$ cat config.mk
export PLATFORM = sky130hd
export DESIGN_NAME = plvt_cell
export DESIGN_NICKNAME = d
export VERILOG_FILES = /design/src/sv/plvt_pkg.sv /design/src/sv/plvt_cell.sv
export SDC_FILE = /design/constraint.sdc
export NUM_CORES = 1
export LEC_CHECK = 0
export ABC_AREA = 1
export BUFFER_PORTS_ARGS = -buffer_cell sky130_fd_sc_hd__buf_4
export CORE_MARGIN = 2
export CORE_UTILIZATION = 25
export CTS_BUF_LIST = sky130_fd_sc_hd__clkbuf_8
export DETAILED_ROUTE_END_ITERATION = 16
export PLACE_DENSITY_LB_ADDON = 0.12
export SYNTH_ARGS = -nofsm -noshare
export SYNTH_HDL_FRONTEND = slang
export SYNTH_SLANG_ARGS = --single-unit
$ cat constraint.sdc
create_clock -name clk_i -period 5.85 [get_ports clk_i]
set_clock_uncertainty 0.1 [all_clocks]
set_input_delay 0.8775 -clock clk_i [delete_from_list [all_inputs] [get_ports clk_i]]
set_output_delay 0.8775 -clock clk_i [all_outputs]
set_load 0.03 [all_outputs]
$ cat src/sv/plvt_pkg.sv
// Shared types, codes and helpers for the pixel value label table.
`timescale 1ns / 1ps
package plvt_pkg;

  // Result status codes
  typedef enum logic [1:0] {
    ST_NODATA = 2'd0,
    ST_HIT    = 2'd1,
    ST_NEW    = 2'd2,
    ST_FULL   = 2'd3
  } status_e;

  localparam int unsigned PIXEL_KEY_W = 64;
  localparam int unsigned KEY_BYTES_W = 4;
  localparam int unsigned INDEX_W     = 8;
  localparam int unsigned KEY_BYTES_MAX = 8;

  // Control part of a request travelling down the cell chain
  typedef struct packed {
    logic                 valid;
    logic                 done;
    status_e              status;
    logic [INDEX_W-1:0]   index;
  } probe_ctl_t;

  // Byte mask for the configured key width, saturated to 1..8 bytes
  function automatic logic [PIXEL_KEY_W-1:0] key_mask(input logic [KEY_BYTES_W-1:0] kb);
    logic [KEY_BYTES_W-1:0] nb;
    logic [PIXEL_KEY_W-1:0] m;
    nb = kb;
    if (nb == '0) begin
      nb = KEY_BYTES_W'(1);
    end
    if (nb > KEY_BYTES_W'(KEY_BYTES_MAX)) begin
      nb = KEY_BYTES_W'(KEY_BYTES_MAX);
    end
    m = '0;
    for (int b = 0; b < KEY_BYTES_MAX; b++) begin
      if (KEY_BYTES_W'(b) < nb) begin
        m[b*8 +: 8] = 8'hFF;
      end
    end
    return m;
  endfunction

endpackage

$ cat src/sv/plvt_cell.sv
// One table cell: holds one stored key and one stage of the request chain.
`timescale 1ns / 1ps
module plvt_cell #(
  parameter int unsigned KEY_BITS = 64,
  parameter int unsigned CNT_W    = 9,
  parameter int unsigned CELL_IDX = 0
) (
  input  logic                   clk_i,
  input  logic                   rst_ni,
  input  logic                   adv_i,
  input  logic [CNT_W-1:0]       count_i,
  input  plvt_pkg::probe_ctl_t   ctl_i,
  input  logic [KEY_BITS-1:0]    key_i,
  output plvt_pkg::probe_ctl_t   ctl_o,
  output logic [KEY_BITS-1:0]    key_o,
  output logic                   wr_o
);

  localparam logic [CNT_W-1:0]                 CellCnt = CNT_W'(CELL_IDX);
  localparam logic [plvt_pkg::INDEX_W-1:0]     CellIdx = plvt_pkg::INDEX_W'(CELL_IDX);

  logic [KEY_BITS-1:0]   slot_q;
  logic [KEY_BITS-1:0]   key_q;
  plvt_pkg::probe_ctl_t  ctl_q, ctl_d;
  logic                  wr;

  // Resolve the passing request against this cell's slot
  always_comb begin
    ctl_d = ctl_i;
    wr    = 1'b0;
    if (ctl_i.valid && !ctl_i.done) begin
      if (CellCnt < count_i) begin
        if (slot_q == key_i) begin
          ctl_d.done   = 1'b1;
          ctl_d.status = plvt_pkg::ST_HIT;
          ctl_d.index  = CellIdx;
        end
      end else if (CellCnt == count_i) begin
        // first free slot: append
        wr           = 1'b1;
        ctl_d.done   = 1'b1;
        ctl_d.status = plvt_pkg::ST_NEW;
        ctl_d.index  = CellIdx;
      end
    end
  end

  assign wr_o = wr & adv_i;

  // Stage control
  always_ff @(posedge clk_i or negedge rst_ni) begin
    if (!rst_ni) begin
      ctl_q <= '0;
    end else if (adv_i) begin
      ctl_q <= ctl_d;
    end
  end

  // Stage key and stored slot
  always_ff @(posedge clk_i) begin
    if (adv_i) begin
      key_q <= key_i;
    end
    if (wr_o) begin
      slot_q <= key_i;
    end
  end

  assign ctl_o = ctl_q;
  assign key_o = key_q;

endmodule

# Word level (Yosys, flattened, before mapping)
# Index checks and enable logic that the tools add are counted.
# classes
n_reduce_logical	3
bitwise	1
eq_ne	1
n_lt_le_gt_ge	1
muxes	7
# ops
operator	count
$eq 64x64->1	1
$mux 11	4
$logic_not 9->1	1
$lt 1x9->1 const A	1
$mux 1	3
$and 1x1->1	1
$logic_and 1x1->1	1
$logic_not 1->1	1
# word_totals
regBits	140
inputBits	88
output_inout_bits	77
elab_cells	19

# Longest topological paths before layout
# Gate-level depths: netlist of run 1.
# logic_depth
ltp_word	5
depth_mapped	12
ltp_nobuf	12

# Worst setup path after synthesis of run 1
# No wires, ideal clock.
# synth_timing
path_kind	input to output
start	input count_i[1]
end	output wr_o
required_ps	4873
stages	6
n_path_buf	1
path_slack_ps	295
arrival_time_ps	4577
cell_sequence	nor3_1 > nand4_1 > nor2_1 > inv_1 > buf_2 > nor2_1
# synth_between
elab_chain_cells	5
elab_cells_between_ends	6
classes_between	order compare: 1; mux: 3; bitwise: 1; reduce/logical: 1
# synth_lines
element	line_no	rtl
start: declaration	plvt_cell.sv:11	input logic [CNT_W-1:0] count_i,
branches (longest 2 deep; another with $lt 1x9->1)	n/a	
$mux 1 *	plvt_cell.sv:32	if (CellCnt < count_i) begin
$mux 1 *	plvt_cell.sv:31	if (ctl_i.valid && !ctl_i.done) begin
$and 1x1->1 *	plvt_cell.sv:48	assign wr_o = wr & adv_i;
end: declaration	plvt_cell.sv:16	output logic wr_o
# Every way passes the cells marked *.

# Final worst setup path of run 1
# Ends and elaborated chain as after synthesis.

==> results of run 1 <==
## cell usage after synthesis (2+ instances only)
master / instances
nand4_1: 10
nor2_2: 4
inv_1: 85
xor2_1: 6
xnor2_1: 5
nor2_1: 44
o21ai_0: 12
buf_6: 2
nand2_1: 147
nand3_1: 3
dfrtp_1: 12
o21ai_1: 7
edfxtp_1: 128
o22ai_1: 3
## critical path, stage by stage
cell	delay, ps
buf_4	110
nor3_1	170
nand4_1	140
nor2_1	180
inv_1	240
nor2_4	150
buf_4	200
## flip-flops by register name (all words and copies together) (netlist names)
name	flops
key_o	64
slot_q	64
ctl_o	12
## power groups by stage
| stage | Clock [mW] | Sequential [mW] | Combinational [mW] |
|---|---|---|---|
| after floorplan | 0 | 1.26 | 0.0381 |
| after CTS | 0.920 | 1.15 | 0.278 |
| after detailed placement | 0 | 1.18 | 0.278 |
| after global placement | 0 | 1.17 | 0.275 |
| final | 0.886 | 1.15 | 0.273 |
| after global routing | 0.962 | 1.16 | 0.293 |
## metal layers
layer  vias to the layer above  share of wire  global-route usage
met5                         -              0                   0
met4                         0          0.014              0.0384
met1                      1723           0.46               0.143
li1                       1911              -                   -
met3                        15          0.063              0.0375
met2                       115           0.46               0.168
## layout make-up
class / count / area [sq um] / share of cell area
clock buffers: 17 / 234 / 0.0307
clock inverters: 15 / 211 / 0.0278
repair buffers: 166 / 1250 / 0.164
well taps: 280 / 350 / 0.0460
inverters: 86 / 323 / 0.0424
multi-input cells: 248 / 1110 / 0.146
flip-flops and latches: 140 / 4140 / 0.544
## logic make-up (layout without fill, tap and decap cells)
group,Yosys count,after routing,share of synthesized area
compound gates,25,25,0.0282
buf+inv,90,284,0.0632
xor+xnor,11,11,0.0172
flops,140,140,0.740
simple gates,212,212,0.151
## worst max-delay path by stage
stage	to	slack, ps	cells after the start
detailed placement	slot_q[7]$_DFFE_PP_	2710	4
finish	wr_o	2800	7
global placement	slot_q[11]$_DFFE_PP_	2780	7
CTS	wr_o	2750	4
floorplan	wr_o	300	6
global route	wr_o	2670	7
## through the flow
step,instance area (sq um),hold WS (ps),util
2_1_floorplan,5600,482,-
3_3_place_gp,7170,379,0.328
3_5_place_dp,7170,367,0.328
4_1_cts,7620,128,0.348
5_1_grt,7620,130,0.348
6_report,7620,160,0.348
==> results.ini, run 1 <==
[layout]
mostFrequentLayoutCells=buf_4 (166), nand2_1 (147), edfxtp_1 (128), inv_1 (85), nor2_1 (43)
area_growth_pct=36.0
layout_commonest_cell=buf_4
drive_above_1_share=0.310
layout.nets=747
antennaDiodeCount=0
layoutNonFillerInstCount=952
fill_cells=2246

[place]
place_ws_ps=2710
place_inst=920
hpwl_um=9070
place_congestion=0.686
io_buffer_count=164

[yosys]
netlist_instances=478
synth.avg_cell_area_sq_um=11.7
ys_seq_area_frac=0.740
synth_top_area_share=0.686
syn_area_sq_um=5600
yosys.area.top_type=edfxtp_1
synth_seq_cells=140
synthFlopType=edfxtp_1
synth-edff-count=128
ys_warn_count=0
yosys-top-cells-area=edfxtp_1 (69%), nand2_1 (9.9%), inv_1 (5.7%)
yosysUniqueCellTypes=24
async_flop_share=0.0857
synth_fp_nets=566

[detailed_routing]
routed_wl_um=12700
dr.first_iter.drc_count=178
via_count=3764
ant_nets=0
wl_per_cell_um=13.3
remaining_drc_errors=0
drtPass1Iterations=4
viasPerCell=3.95

[global_routing]
grt_pass1_wl_um=19800
grt_pass1_vias=3762
grt-ovfl-total=0
antenna_found_initial=0
grt_max_degree=65
grt_usage=0.109

[sta]
rsz0062_at_grt=no
period_minus_slack_ps=3050
max_slew.worst_pin.slew_ps=863
post-route-period-util=0.521
relSlewSlack=0.425
fmaxAchievable_ghz=0.328
slew_violations=0
finalSetupViolations=0
finalHoldViolCount=0
setup_tns_ps=0
timing.final.ws_setup_ps=2800

[clocking]
cts.clk_slew.worst_paths_ps=80
cts_sinks=140
cts_tree=yes
ctsHoldBuffers=0
root_buffer=clkbuf_8
clockBufferDepth=2
cts_buffers=17
postCtsSetupRepairBufs=0
post_cts_resized=0
htree_levels=4
clkLatencyLatePin_ps=450

[power]
pwr-share-clk=0.383
combPwrFrac=0.118
leakage_nw=3.39
seqPwrFrac=0.499
ir_drop_v=0.000127
p_sw_uw=591
sw_frac_of_total=0.256
p_per_area_nw_per_um2=303
power.internal_mw=1.72
power_mw=2.31

[floorplanning]
fp.coreArea_sq_um=21900
num_rows=54
initial_core_util=0.256
die_area_sq_um=23600
die_h_um=154
die_w_um=154
io_pins=165

[worst_setup_path]
required_ps=4870
path_class=primary input to output pin
startpoint_type=primary input
reg2reg_depth=10
crit_fanout=11
r2r-start=slot_q[36]$_DFFE_PP_
rrSetupSlack_ps=3990
crit_start=count_i[1]
cp.arrival_ps=2070
endpoint_kind=output pin
reg2reg_to=ctl_o[6]$_DFFE_PN0P_

[hold_path]
hp-class=primary input to async pin

[status]
outcome=completed

[job]
maxCapViolCount=0

No activity file was read; power rests on OpenSTA's default activity.
==> inputs of run 2 (changes only) <==
==> constraint.sdc (replaced) <==
create_clock -name clk_i -period 2.9 [get_ports clk_i]
set_clock_uncertainty 0.1 [all_clocks]
set_input_delay 0.435 -clock clk_i [delete_from_list [all_inputs] [get_ports clk_i]]
set_output_delay 0.435 -clock clk_i [all_outputs]
set_load 0.03 [all_outputs]
==> results.ini, run 2 (same netlist as run 1, synthesis figures left out) <==
[status]
outcome=completed  ; unchanged

[floorplanning]
die_w_um=154  ; unchanged
io_pins=165  ; unchanged
die_h_um=154  ; unchanged
num_rows=54  ; unchanged
fp.coreArea_sq_um=21900  ; unchanged
initial_core_util=0.256  ; unchanged
die_area_sq_um=23600  ; unchanged

[layout]
fill_cells=2251  ; was 2246
area_growth_pct=35.1  ; was 36.0%
layout_commonest_cell=buf_4  ; unchanged
antennaDiodeCount=0  ; unchanged
layoutNonFillerInstCount=955  ; was 952
mostFrequentLayoutCells=buf_4 (168), nand2_1 (147), edfxtp_1 (128), inv_1 (87), nor2_1 (43)  ; was buf_4 (166), nand2_1 (147), edfxtp_1 (128), inv_1 (85), nor2_1 (43)
final_cell_area_sq_um=7560  ; was 7620 sq um
final_core_util=0.346  ; was 0.348
drive_above_1_share=0.307  ; was 0.310
layout.nets=750  ; was 747

[global_routing]
grt_max_degree=47  ; was 65
antenna_found_initial=0  ; unchanged
grt_pass1_wl_um=20100  ; was 19800 um
grt_usage=0.110  ; was 0.109
grt-ovfl-total=0  ; unchanged
grt_pass1_vias=3816  ; was 3762

[clocking]
clockBufferDepth=2  ; unchanged
cts_sinks=140  ; unchanged
cts.clk_slew.worst_paths_ps=80  ; about the same
cts_buffers=17  ; unchanged
root_buffer=clkbuf_8  ; unchanged
clkLatencyLatePin_ps=440  ; was 450 ps
cts_tree=yes  ; unchanged
post_cts_resized=0  ; unchanged
htree_levels=4  ; unchanged

[power]
pwr-share-clk=0.346  ; was 0.383
power.internal_mw=3.26  ; was 1.72 mW
ir_drop_v=0.000239  ; was 0.000127 V
combPwrFrac=0.126  ; was 0.118
p_sw_mw=1.14  ; was 591 uW
sw_frac_of_total=0.258  ; was 0.256
leakage_nw=3.38  ; was 3.39 nW
seqPwrFrac=0.529  ; was 0.499
p_per_area_nw_per_um2=582  ; was 303 nW/um^2
power_mw=4.40  ; was 2.31 mW

[sta]
slew_violations=0  ; unchanged
finalSetupViolations=0  ; unchanged
post-route-period-util=0.747
timing.final.ws_setup_ps=734  ; was 2800 ps
finalHoldViolCount=0  ; unchanged
relSlewSlack=0.604  ; was 0.425
fmaxAchievable_ghz=0.462
period_minus_slack_ps=2170
rsz0062_at_grt=no  ; unchanged
setup_tns_ps=0  ; unchanged
max_slew.worst_pin.slew_ps=594  ; was 863 ps
holdWs_ps=90.2  ; was 160 ps

[detailed_routing]
viasPerCell=3.96  ; was 3.95
ant_nets=0  ; unchanged
via_count=3780  ; was 3764
routed_wl_um=12700  ; about the same
remaining_drc_errors=0  ; unchanged
drtPass1Iterations=4  ; unchanged
dr.first_iter.drc_count=134  ; was 178
wl_per_cell_um=13.3  ; about the same

[worst_setup_path]
required_ps=2370  ; was 4870 ps
cp.arrival_ps=1630  ; was 2070 ps
slowest_delay_ps=230  ; was 240 ps
endpoint=wr_o  ; unchanged
r2r-start=slot_q[36]$_DFFE_PP_  ; unchanged
rrSetupSlack_ps=1100  ; was 3990 ps
reg2reg_to=ctl_o[2]$_DFFE_PN0P_  ; was ctl_o[6]$_DFFE_PN0P_
path_class=primary input to output pin  ; unchanged
reg2reg_depth=10  ; unchanged
startpoint_type=primary input  ; unchanged
cp_common_cell=buf_4  ; unchanged
endpoint_kind=output pin  ; unchanged
path_cells=buf_4, nor3_1, nand4_1, nor2_1, inv_1, nor2_4, buf_4  ; unchanged
cpMaxStageDelayCell=inv_1  ; unchanged
crit_fanout=11  ; unchanged
crit_start=count_i[1]  ; unchanged

[place]
place_congestion=0.688  ; was 0.686
place_inst=922  ; was 920
place_ws_ps=490  ; was 2710 ps
io_buffer_count=164  ; unchanged
hpwl_um=9250  ; was 9070 um
postPlaceCellArea_sq_um=7190  ; was 7170 sq um

[hold_path]
hp-class=primary input to flop  ; was primary input to async pin
worstHoldPathCells=1

[job]
maxCapViolCount=0  ; unchanged

run 2: changes by cell type in the layout (fill, tap and decap cells not counted), sizes merged:
cell	change
clkinv	+5
dlygate4sd3	+1
inv	-3
buf	+2
bufinv	-2
run 2: area by class of cell:
class                   count  area, sq um  area share
well taps                 280          350      0.0463
multi-input cells         248         1110       0.147
inverters                  86          323      0.0427
repair buffers            169         1270       0.168
flip-flops and latches    140         4140       0.548
clock inverters            15          133      0.0175
clock buffers              17          234      0.0309
run 2: what timing repair did:
item,4_1_cts,5_1_grt
hold buffers,1,0
setup buffers,0,0
endpoints found under the hold margin,12,0
run 2: worst min-delay path by stage:
stage / start / endpoint / slack, ps
after floorplan: rst_ni / ctl_o[0]$_DFFE_PN0P_ / 40
after detailed placement: rst_ni / ctl_o[2]$_DFFE_PN0P_ / 190
after global routing: key_i[10] / key_o[10]$_DFFE_PP_ / 50
after global placement: rst_ni / ctl_o[4]$_DFFE_PN0P_ / 180
after CTS: key_i[10] / slot_q[10]$_DFFE_PP_ / 40
final: key_i[10] / key_o[10]$_DFFE_PP_ / 90
run 2: critical path, delay by kind of cell:
family | cells | cell delay, ps
and+or+nand+nor | 4 | 670
buffers and inverters | 3 | 530
run 2: power groups by stage:
stage               Combinational, mW  Clock [mW]  Sequential (mW)
floorplan                      0.0773           0             2.55
global placement                0.558           0             2.37
detailed placement              0.563           0             2.37
CTS                             0.565        1.59             2.33
global route                    0.597        1.67             2.33
finish                          0.554        1.52             2.33
run 2: per-layer routing:
| metal | global-route usage | vias to the layer above | wire, um |
|---|---|---|---|
| li1 | - | 1917 | - |
| met1 | 0.142 | 1737 | 5850 |
| met2 | 0.170 | 116 | 5760 |
| met3 | 0.0423 | 10 | 943 |
| met4 | 0.0380 | 0 | 163 |
| met5 | 0 | - | 0 |
